$ cat config.mk
export PLATFORM = sky130hd
export DESIGN_NAME = distinct_window_finder_flat
export DESIGN_NICKNAME = d
export VERILOG_FILES = /design/src/rtl/dwf_pkg.sv /design/src/rtl/dwf_in_if.sv /design/src/rtl/dwf_out_if.sv /design/src/rtl/dwf_ram.sv /design/src/rtl/distinct_window_finder.sv /design/src/flat_wrapper.sv
export SDC_FILE = /design/constraint.sdc
export NUM_CORES = 2
export LEC_CHECK = 0
export BUFFER_PORTS_ARGS = -buffer_cell sky130_fd_sc_hd__buf_4
export CAP_MARGIN = 20
export CELL_PAD_IN_SITES_DETAIL_PLACEMENT = 1
export CELL_PAD_IN_SITES_GLOBAL_PLACEMENT = 1
export CORE_MARGIN = 2
export CORE_UTILIZATION = 25
export DETAILED_ROUTE_END_ITERATION = 10
export GPL_TIMING_DRIVEN = 0
export PLACE_DENSITY_LB_ADDON = 0.1
export SETUP_SLACK_MARGIN = 0.2
export SYNTH_ARGS = -nofsm -noshare
export SYNTH_HDL_FRONTEND = slang
export SYNTH_HIERARCHICAL = 1
export SYNTH_SLANG_ARGS = --single-unit
export TNS_END_PERCENT = 5
$ cat constraint.sdc
create_clock -name i_clk -period 7.46 [get_ports i_clk]
set_input_delay 1.119 -clock i_clk [delete_from_list [all_inputs] [get_ports i_clk]]
set_output_delay 1.119 -clock i_clk [all_outputs]
set_load 0.05 [all_outputs]
$ cat src/rtl/dwf_pkg.sv
// Shared widths and default sizes for the distinct window finder.
package dwf_pkg;

    // Width of the value field carried by the input channel.
    localparam int VALUE_W = 8;

    // Width of the window index fields carried by the output channel.
    localparam int IDX_OUT_W = 12;

    // Default key width; the key span (and so the ring depth) is 2**KEY_BITS.
    localparam int KEY_BITS_DEF = 8;

    // Default number of items whose indices are exact before they saturate.
    localparam int MAX_LEN_DEF = 4096;

endpackage

$ cat src/rtl/dwf_in_if.sv
// Input channel of the distinct window finder: one sequence element per transaction.
interface dwf_in_if;
    import dwf_pkg::*;

    logic               valid;
    logic               ready;
    logic [VALUE_W-1:0] value;
    logic               last_item;

    modport source (output valid, output value, output last_item, input ready);
    modport sink   (input valid, input value, input last_item, output ready);

endinterface

$ cat src/rtl/dwf_out_if.sv
// Output channel of the distinct window finder: one reported window per transaction.
interface dwf_out_if;
    import dwf_pkg::*;

    logic                 valid;
    logic                 ready;
    logic [IDX_OUT_W-1:0] win_start;
    logic [IDX_OUT_W-1:0] win_end;
    logic                 seq_done;
    logic                 overrun;

    modport source (output valid, output win_start, output win_end, output seq_done,
                    output overrun, input ready);
    modport sink   (input valid, input win_start, input win_end, input seq_done,
                    input overrun, output ready);

endinterface

$ cat src/rtl/dwf_ram.sv
// Generic single-write, single-read RAM with a registered read port.
module dwf_ram #(
    parameter int WIDTH = 8,
    parameter int DEPTH = 256,
    parameter int AW    = (DEPTH > 1) ? $clog2(DEPTH) : 1
) (
    input  logic             i_clk,
    input  logic             i_we,
    input  logic [AW-1:0]    i_waddr,
    input  logic [WIDTH-1:0] i_wdata,
    input  logic [AW-1:0]    i_raddr,
    output logic [WIDTH-1:0] o_rdata
);

    logic [WIDTH-1:0] r_mem [DEPTH];
    logic [WIDTH-1:0] r_rdata;

    always_ff @(posedge i_clk) begin
        if (i_we) begin
            r_mem[i_waddr] <= i_wdata;
        end
        r_rdata <= r_mem[i_raddr];
    end

    assign o_rdata = r_rdata;

endmodule

$ cat src/rtl/distinct_window_finder.sv
// Top level of the distinct window finder: window tracking sequencer and result register.
//
// The block watches a stream of keys, one per input transaction, with last_item marking
// the end of a sequence, and reports every maximal run of consecutive items whose keys
// are all different as a pair of item indices (win_start, win_end inclusive). When an
// arriving key is already inside the current window, the window that just ended is
// reported with seq_done low, and the start is walked forward one element per cycle,
// each step reading the oldest key out of the ring memory, clearing its seen bit unless
// it matches the new key, until the copy of the new key has left the window.
// The seen bits live in a one-bit RAM indexed by key; the lookup is issued while the
// item is accepted, so the data is ready for the check in the next cycle. On the last
// item the closing window is reported with seq_done high, the indices are cleared, and
// the elements still in the window are walked out of the ring to clear their seen bits.
// After reset the seen RAM is cleared by a pass over all 2**KEY_BITS keys (256 by default)
// during which input ready stays low. Indices saturate at MAX_LEN-1; once any item of a
// sequence had an index of MAX_LEN or more, overrun is high on every later window of
// that sequence.
// An item whose key is new is accepted with the seen lookup, then checked and appended.
// For an item that repeats a key, elements are then removed from the window one by one,
// as the single read port of the ring memory yields one element per cycle to the shared
// compare. The last item of a sequence adds the closing window and then the walk over
// the elements left in the window, between 1 and 2**KEY_BITS of them. Every element
// enters and leaves the window once.
// Input ready is high only while the sequencer is idle. Results sit in an output
// register, so the sequencer only stalls when it must report a window while the
// previous one has not yet been taken.
module distinct_window_finder #(
    parameter int KEY_BITS = dwf_pkg::KEY_BITS_DEF,
    parameter int MAX_LEN  = dwf_pkg::MAX_LEN_DEF
) (
    input  logic      i_clk,
    input  logic      i_rst_n,
    dwf_in_if.sink    i_item,
    dwf_out_if.source o_win
);
    import dwf_pkg::*;

    localparam int KEY_SPAN = 1 << KEY_BITS;
    localparam int IDX_W    = $clog2(MAX_LEN + 1);
    localparam logic [IDX_W-1:0] IDX_MAX = IDX_W'(MAX_LEN - 1);
    localparam logic [IDX_W-1:0] IDX_SAT = IDX_W'(MAX_LEN);

    typedef enum logic [2:0] {
        S_INIT,
        S_IDLE,
        S_CHECK,
        S_POP,
        S_LAST,
        S_FLUSH
    } t_state;

    t_state r_state;

    // Address of the seen RAM clearing pass after reset.
    logic [KEY_BITS-1:0] r_clr_addr;

    // Current transaction.
    logic [KEY_BITS-1:0] r_key;
    logic                r_last;
    logic [IDX_W-1:0]    r_idx;

    // Window state.
    logic [KEY_BITS-1:0] r_head;
    logic [KEY_BITS:0]   r_len;
    logic [IDX_W-1:0]    r_start;
    logic [IDX_W-1:0]    r_next;
    logic                r_ovr;

    // Result register.
    logic                 r_out_valid;
    logic [IDX_OUT_W-1:0] r_out_start;
    logic [IDX_OUT_W-1:0] r_out_end;
    logic                 r_out_done;
    logic                 r_out_ovr;

    logic [KEY_BITS-1:0] key_in;
    logic                out_free;
    logic                out_load;
    logic                dup;
    logic                pop_hit;
    logic [IDX_W-1:0]    n_start;
    logic [IDX_W-1:0]    n_next;
    logic [IDX_W-1:0]    dup_end;
    logic [IDX_W-1:0]    last_end;

    logic                ram_we;
    logic [KEY_BITS-1:0] ram_waddr;
    logic [KEY_BITS-1:0] ram_raddr;
    logic [KEY_BITS-1:0] ram_rdata;

    logic                seen_we;
    logic [KEY_BITS-1:0] seen_waddr;
    logic                seen_wdata;
    logic [KEY_BITS-1:0] seen_raddr;
    logic                seen_rdata;

    assign key_in   = KEY_BITS'(i_item.value);
    assign out_free = !r_out_valid || o_win.ready;
    assign dup      = seen_rdata;
    assign out_load = out_free && (((r_state == S_CHECK) && dup) || (r_state == S_LAST));

    // The one compare of the start walk: has the oldest element reached the new key?
    assign pop_hit  = (ram_rdata == r_key);

    assign n_start  = (r_start < IDX_MAX) ? r_start + 1'b1 : r_start;
    assign n_next   = (r_next != IDX_SAT) ? r_next + 1'b1 : r_next;
    assign dup_end  = (r_idx > r_start) ? r_idx - 1'b1 : r_start;
    assign last_end = (r_idx >= r_start) ? r_idx : r_start;

    // The new key is appended behind the window. When the walk ends in the same cycle,
    // the head moves up by one and one element leaves, so this address still holds.
    assign ram_we    = ((r_state == S_CHECK) && !dup) || ((r_state == S_POP) && pop_hit);
    assign ram_waddr = r_head + r_len[KEY_BITS-1:0];

    // During a walk the next element is fetched one ahead so that one pops per cycle.
    assign ram_raddr = ((r_state == S_POP) || (r_state == S_FLUSH)) ? r_head + 1'b1 : r_head;

    // The seen bit of the arriving key is looked up while it is accepted and held
    // on the same address while the check waits for the result register.
    assign seen_raddr = (r_state == S_IDLE) ? key_in : r_key;
    assign seen_we    = (r_state == S_INIT) || ((r_state == S_CHECK) && !dup) ||
                        ((r_state == S_POP) && !pop_hit) || (r_state == S_FLUSH);
    assign seen_waddr = (r_state == S_INIT)  ? r_clr_addr :
                        (r_state == S_CHECK) ? r_key : ram_rdata;
    assign seen_wdata = (r_state == S_CHECK);

    dwf_ram #(
        .WIDTH (KEY_BITS),
        .DEPTH (KEY_SPAN),
        .AW    (KEY_BITS)
    ) u_ring (
        .i_clk   (i_clk),
        .i_we    (ram_we),
        .i_waddr (ram_waddr),
        .i_wdata (r_key),
        .i_raddr (ram_raddr),
        .o_rdata (ram_rdata)
    );

    dwf_ram #(
        .WIDTH (1),
        .DEPTH (KEY_SPAN),
        .AW    (KEY_BITS)
    ) u_seen (
        .i_clk   (i_clk),
        .i_we    (seen_we),
        .i_waddr (seen_waddr),
        .i_wdata (seen_wdata),
        .i_raddr (seen_raddr),
        .o_rdata (seen_rdata)
    );

    always_ff @(posedge i_clk) begin
        if (!i_rst_n) begin
            r_state     <= S_INIT;
            r_clr_addr  <= '0;
            r_out_valid <= 1'b0;
            r_head      <= '0;
            r_len       <= '0;
            r_start     <= '0;
            r_next      <= '0;
            r_ovr       <= 1'b0;
        end else begin
            if (o_win.ready && !out_load) begin
                r_out_valid <= 1'b0;
            end

            unique case (r_state)
                S_INIT: begin
                    r_clr_addr <= r_clr_addr + 1'b1;
                    if (r_clr_addr == '1) begin
                        r_state <= S_IDLE;
                    end
                end

                S_IDLE: begin
                    if (i_item.valid) begin
                        r_key  <= key_in;
                        r_last <= i_item.last_item;
                        if (r_next == IDX_SAT) begin
                            r_idx <= IDX_MAX;
                            r_ovr <= 1'b1;
                        end else begin
                            r_idx <= r_next;
                        end
                        r_state <= S_CHECK;
                    end
                end

                S_CHECK: begin
                    if (!dup) begin
                        r_len   <= r_len + 1'b1;
                        r_next  <= n_next;
                        r_state <= r_last ? S_LAST : S_IDLE;
                    end else if (out_free) begin
                        // Report the window that the repeated key just ended.
                        r_out_valid <= 1'b1;
                        r_out_start <= IDX_OUT_W'(r_start);
                        r_out_end   <= IDX_OUT_W'(dup_end);
                        r_out_done  <= 1'b0;
                        r_out_ovr   <= r_ovr;
                        r_state     <= S_POP;
                    end
                end

                S_POP: begin
                    r_head  <= r_head + 1'b1;
                    r_start <= n_start;
                    if (pop_hit) begin
                        // The old copy leaves and the new one enters: the seen bit stays
                        // set and the length is unchanged.
                        r_next  <= n_next;
                        r_state <= r_last ? S_LAST : S_IDLE;
                    end else begin
                        r_len <= r_len - 1'b1;
                    end
                end

                S_LAST: begin
                    if (out_free) begin
                        r_out_valid <= 1'b1;
                        r_out_start <= IDX_OUT_W'(r_start);
                        r_out_end   <= IDX_OUT_W'(last_end);
                        r_out_done  <= 1'b1;
                        r_out_ovr   <= r_ovr;
                        r_start     <= '0;
                        r_next      <= '0;
                        r_ovr       <= 1'b0;
                        r_state     <= S_FLUSH;
                    end
                end

                S_FLUSH: begin
                    // Each remaining element leaves the ring and its seen bit is cleared.
                    r_head <= r_head + 1'b1;
                    r_len  <= r_len - 1'b1;
                    if (r_len == {{KEY_BITS{1'b0}}, 1'b1}) begin
                        r_state <= S_IDLE;
                    end
                end

                default: begin
                    r_state <= S_IDLE;
                end
            endcase
        end
    end

    assign i_item.ready    = (r_state == S_IDLE);
    assign o_win.valid     = r_out_valid;
    assign o_win.win_start = r_out_start;
    assign o_win.win_end   = r_out_end;
    assign o_win.seq_done  = r_out_done;
    assign o_win.overrun   = r_out_ovr;

    // A window waiting in the result register stays put until it is taken.
    a_result_held: assert property (@(posedge i_clk) disable iff (!i_rst_n)
        (r_out_valid && !o_win.ready) |=> (r_out_valid && $stable(r_out_start) &&
            $stable(r_out_end) && $stable(r_out_done) && $stable(r_out_ovr)))
        else $error("waiting window changed before it was taken");

    // Before any index saturates and outside the flush walk, the window start plus its length is the item count.
    a_window_bounds: assert property (@(posedge i_clk) disable iff (!i_rst_n)
        (r_next != IDX_SAT && r_state != S_FLUSH) |->
            (int'(r_start) + int'(r_len) == int'(r_next)))
        else $error("window start and length disagree with item count");

    // Reporting the closing window clears the indices and starts the flush walk.
    a_clear_after_last: assert property (@(posedge i_clk) disable iff (!i_rst_n)
        (r_state == S_LAST && out_free) |=>
            (r_state == S_FLUSH && r_start == '0 && r_next == '0 && !r_ovr))
        else $error("state not cleared after the closing window");

    // The ring never holds more keys than the key span allows.
    a_len_bound: assert property (@(posedge i_clk) disable iff (!i_rst_n)
        int'(r_len) <= KEY_SPAN)
        else $error("window length exceeds key span");

endmodule

$ cat src/flat_wrapper.sv
// flat-port wrapper written by rule: the top's interface ports become plain ports
module distinct_window_finder_flat import dwf_pkg::*;
#(
    parameter int KEY_BITS = dwf_pkg::KEY_BITS_DEF,
    parameter int MAX_LEN  = dwf_pkg::MAX_LEN_DEF
)
  (i_clk, i_rst_n, i_item_valid, i_item_value, i_item_last_item, i_item_ready, o_win_valid, o_win_win_start, o_win_win_end, o_win_seq_done, o_win_overrun, o_win_ready);
  dwf_in_if i_item_i ();
  dwf_out_if o_win_i ();
  input  logic i_clk;
  input  logic i_rst_n;
  input wire logic [$bits(i_item_i.valid)-1:0] i_item_valid;
  input wire logic [$bits(i_item_i.value)-1:0] i_item_value;
  input wire logic [$bits(i_item_i.last_item)-1:0] i_item_last_item;
  output wire logic [$bits(i_item_i.ready)-1:0] i_item_ready;
  output wire logic [$bits(o_win_i.valid)-1:0] o_win_valid;
  output wire logic [$bits(o_win_i.win_start)-1:0] o_win_win_start;
  output wire logic [$bits(o_win_i.win_end)-1:0] o_win_win_end;
  output wire logic [$bits(o_win_i.seq_done)-1:0] o_win_seq_done;
  output wire logic [$bits(o_win_i.overrun)-1:0] o_win_overrun;
  input wire logic [$bits(o_win_i.ready)-1:0] o_win_ready;
  assign i_item_i.valid = i_item_valid;
  assign i_item_i.value = i_item_value;
  assign i_item_i.last_item = i_item_last_item;
  assign i_item_ready = i_item_i.ready;
  assign o_win_valid = o_win_i.valid;
  assign o_win_win_start = o_win_i.win_start;
  assign o_win_win_end = o_win_i.win_end;
  assign o_win_seq_done = o_win_i.seq_done;
  assign o_win_overrun = o_win_i.overrun;
  assign o_win_i.ready = o_win_ready;
  distinct_window_finder #(.KEY_BITS(KEY_BITS), .MAX_LEN(MAX_LEN)) u_core (.i_clk(i_clk), .i_rst_n(i_rst_n), .i_item(i_item_i), .o_win(o_win_i));
endmodule
==> impl_results.md <==
- Yosys warning count: 6
- Routed Wire Length: 377.1 mm
- Prevailing post-synth register cell: edfxtp_1
- Crit path required time: 8190 ps
- Hold-fix buffers, CTS: 0
- Status: finished, final reports clean
- Mapped Cells: 5148
- Final instance area: 117100 um^2
- Fin. max-slew vios: 0
- Pwr/cell area: 300.6 nW/um^2
- Most frequent cells in the layout: 2352 x edfxtp_1, 605 x nor2_1, 496 x mux4_2
- Die ar.: 391400 um^2
- Area of the multi-input gates: 22830 um^2
- Aggregate global routing overflow: 0
- Number of flops mapped to enable cells by yosys: 2352
- Combined area of all synthesized cells: 96600 um^2
- Post-CTS Setup Bufs: 0
- HP Class: in2reg
- Worst slack, placed: 353.8 ps
- Leakage power: 35.57 nW
- Synthesized flop and latch total: 2417
- Setup Skew: 56.02 ps
- Drt first pass iters: 5
- XOR/XNOR Fraction of Synth Area: 0.004171
- Worst reg2reg path startpoint: u_core/r_state[2]$_SDFFE_PN0P_
- CP Launch Point: u_core/r_state[2]$_SDFFE_PN0P_
- # rows: 228
- Core area: 385100 um^2
- Post-CTS resize count: 0
- Commonest non-fill, non-tap cell in the layout: edfxtp_1
- Maximum root-to-sink buffer count: 4
- Routed length per instance: 34.23 um
- Clock-pin slew on the worst setup and hold paths: 60 ps
- Antenna Nets Post-Route: 0
- Synth async-reset ratio: 0
- Reg2Reg Setup Slack: 350 ps
- Largest family of logic cells by synthesized area: multiplexers
- Compound-Gate Fraction of Synth Area: 0.04017
- Share of post-route cells with drive strength above 1: 0.2330
- Die H: 625.6 um
- H-tree Lvls: 5
- Fmax: 0.1407 GHz
- Post-synthesis sequential area ratio: 0.7446
- Synth-to-Final Area Change: 21.21%
- Cell variety after synth: 87
- Root Buffer: clkbuf_16
- Drt drc: 0
- Worst R2R Path Depth: 15
- Final min period: 7106 ps
- CP arrival: 7840 ps
- IO Count: 41
- Critical path class: reg2reg
- Reg-to-Reg End: u_core/u_ring/o_rdata[6]$_DFF_P_
- Setup crit start kind: flip-flop
- Initial Util: 0.2508
- Final period util: 0.9526
- Worst skew pair latency: 950 ps
- Mean Syn Cell Area: 18.76 um^2
- Final Setup Violations: 0
- Accumulated negative setup slack: 0 ps
- TritonCTS Buffers: 300
- Die Width: 625.6 um
- CP Max Fanout: 10
- Final worst setup slack: 353.9 ps
- All-Layer GR Usage: 0.1899
- Final hold vios: 0
- RD Place Congestion: 0.8230
- Vias in the first global route: 55970
- Antenna violations before repair: 33
- Largest net degree at the start of global routing: 49
- Placed inst area: 107500 um^2
- Net count after synthesis: 5191
- Via count: 53850
- Mux contribution to synthesized area: 0.1378
- First-pass GRT wire length: 507.1 mm
- Number of port buffers: 40
- RSZ-0062 raised after global routing: false
- WHS Path Cells: 1
- Adder-Cell Fraction of Synth Area: 0.003963
- Max-slew headroom: 0.1687
- Crit. End Element: flip-flop
- Post-layout net count: 5755
- Hpwl dp: 272.2 mm
- Worst Max-Slew Pin Slew: 1244 ps
- Sequential Area: 71930 um^2
- Max VDD drop: 178.5 uV
- Worst Setup EP: u_core/u_ring/o_rdata[6]$_DFF_P_
- Area share of and/or/nand/nor cells after synthesis: 0.04919
- Clk sinks: 2417
- Max-Cap Viols: 0
- Initial DRC Count: 5220
- # fillers: 39030
- CTS tree: built
- DR vias/cell: 4.887
-- worst min path at each step --
| stage | slack [ps] | end | startpoint |
|---|---|---|---|
| after floorplan | 410 | u_core/o_win.overrun$_DFFE_PP_ | u_core/r_ovr$_SDFFE_PN0P_ |
| after global placement | 450 | u_core/o_win.overrun$_DFFE_PP_ | u_core/r_ovr$_SDFFE_PN0P_ |
| after detailed placement | 460 | u_core/o_win.overrun$_DFFE_PP_ | u_core/r_ovr$_SDFFE_PN0P_ |
| after CTS | 290 | u_core/r_last$_DFFE_PP_ | i_item_last_item |
| after global routing | 310 | u_core/r_last$_DFFE_PP_ | i_item_last_item |
| final | 380 | u_core/r_last$_DFFE_PP_ | i_item_last_item |
-- sequential cells by signal, indices dropped and copies added (netlist names), 3 cells and up --
signal and flops:
u_core/r_len 9, u_core/u_ring/r_mem 2048, u_core/r_next 13, u_core/u_ring/o_rdata 8, u_core/o_win.win_end 12, u_core/r_idx 13, u_core/r_key 8, u_core/r_state 3
u_core/u_seen/r_mem 256, u_core/r_start 13, u_core/o_win.win_start 12, u_core/r_clr_addr 8, u_core/r_head 8
-- layer usage --
metal	wire length [um]	vias up	part of all wire	GRT usage
li1	-	22110	-	-
met1	168800	29860	0.45	0.2645
met2	179800	1455	0.48	0.3126
met3	19320	426	0.051	0.02648
met4	9196	4	0.024	0.04434
met5	34	-	0.000090	0
-- through the flow --
| stage | hold WS [ps] | util | instances | total power [W] |
|---|---|---|---|---|
| 5_1_grt | 314.8 | 0.3040 | 11010 | 0.03641 |
| 6_report | 381.8 | 0.3040 | 11020 | 0.03519 |
| 3_5_place_dp | 456.7 | 0.2792 | 10460 | 0.02144 |
| 4_1_cts | 288.8 | 0.3036 | 10990 | 0.03575 |
| 2_1_floorplan | 408.6 | - | 5148 | 0.01884 |
| 3_3_place_gp | 453.5 | 0.2680 | 10250 | 0.02132 |
-- synthesized netlist by cell type (all sizes together), types with 5 or more instances --
cell     count  area share
a2111oi      8     0.00083
a211oi      26      0.0020
a21boi       5     0.00043
a21o         5     0.00039
a21oi      140      0.0073
a221oi      15      0.0014
a22o        14      0.0013
a22oi      142       0.011
a311oi       9     0.00082
a31oi        8     0.00052
and2        19      0.0013
and3         9     0.00058
and4         5     0.00045
buf        146       0.012
clkbuf     165      0.0064
dfxtp       65       0.013
edfxtp    2352        0.73
ha          29      0.0038
inv         33      0.0013
mux2        11      0.0013
mux2i      196       0.020
mux4       498        0.12
nand2      106      0.0041
nand2b      28      0.0018
nand3       70      0.0036
nand3b       6     0.00047
nand4       27      0.0019
nor2       610       0.024
nor2b       45      0.0029
nor3        47      0.0024
nor3b        5     0.00039
nor4        38      0.0030
nor4b        5     0.00045
o211ai      16      0.0012
o21ai       35      0.0019
o221ai      47      0.0043
o22a         5     0.00045
o22ai       56      0.0036
o32ai        6     0.00062
or2          6     0.00039
or3          7     0.00045
xnor2       27      0.0024
xor2        19      0.0017
-- final cells by class --
type / count / share of cell area
Clock inverter: 172 / 0.01352
Multi-Input combinational cell: 2385 / 0.1950
Inverter: 35 / 0.001122
Antenna cell: 10 / 0.0002137
Timing Repair Buffer: 262 / 0.03912
Buffer: 311 / 0.01584
Clock buffer: 366 / 0.06684
Tap cell: 5060 / 0.05407
Sequential cell: 2417 / 0.6143
-- power by group --
group | switching, W | leakage, nW | internal, W
Sequential | 0.0000737 | 21.7 | 0.0151
Clock | 0.00601 | 4.62 | 0.00814
Combinational | 0.00376 | 9.23 | 0.00215
Total | 0.00985 | 35.6 | 0.0253
-- cells by family after synthesis --
| logic type | Yosys count |
|---|---|
| AO/OA/AOI/OAI | 558 |
| adder cells (fa/ha/maj) | 30 |
| buffers and inverters | 346 |
| flip-flops | 2417 |
| multiplexers | 705 |
| XOR/XNOR | 46 |
| AND/OR/NAND/NOR | 1046 |
-- critical path: stages (launching register included) --
cell and delay [ps]:
dfxtp_1 390, nand2b_1 170, clkbuf_2 150, a21oi_1 370, clkbuf_1 390, nand2_1 160, xnor2_2 740, buf_2 620
buf_2 670, nand3b_1 510, clkbuf_1 480, o221ai_1 400, nor3_1 130, a21oi_1 320, a22oi_1 440, nor4_2 880
(Power assumes the default switching activity.)
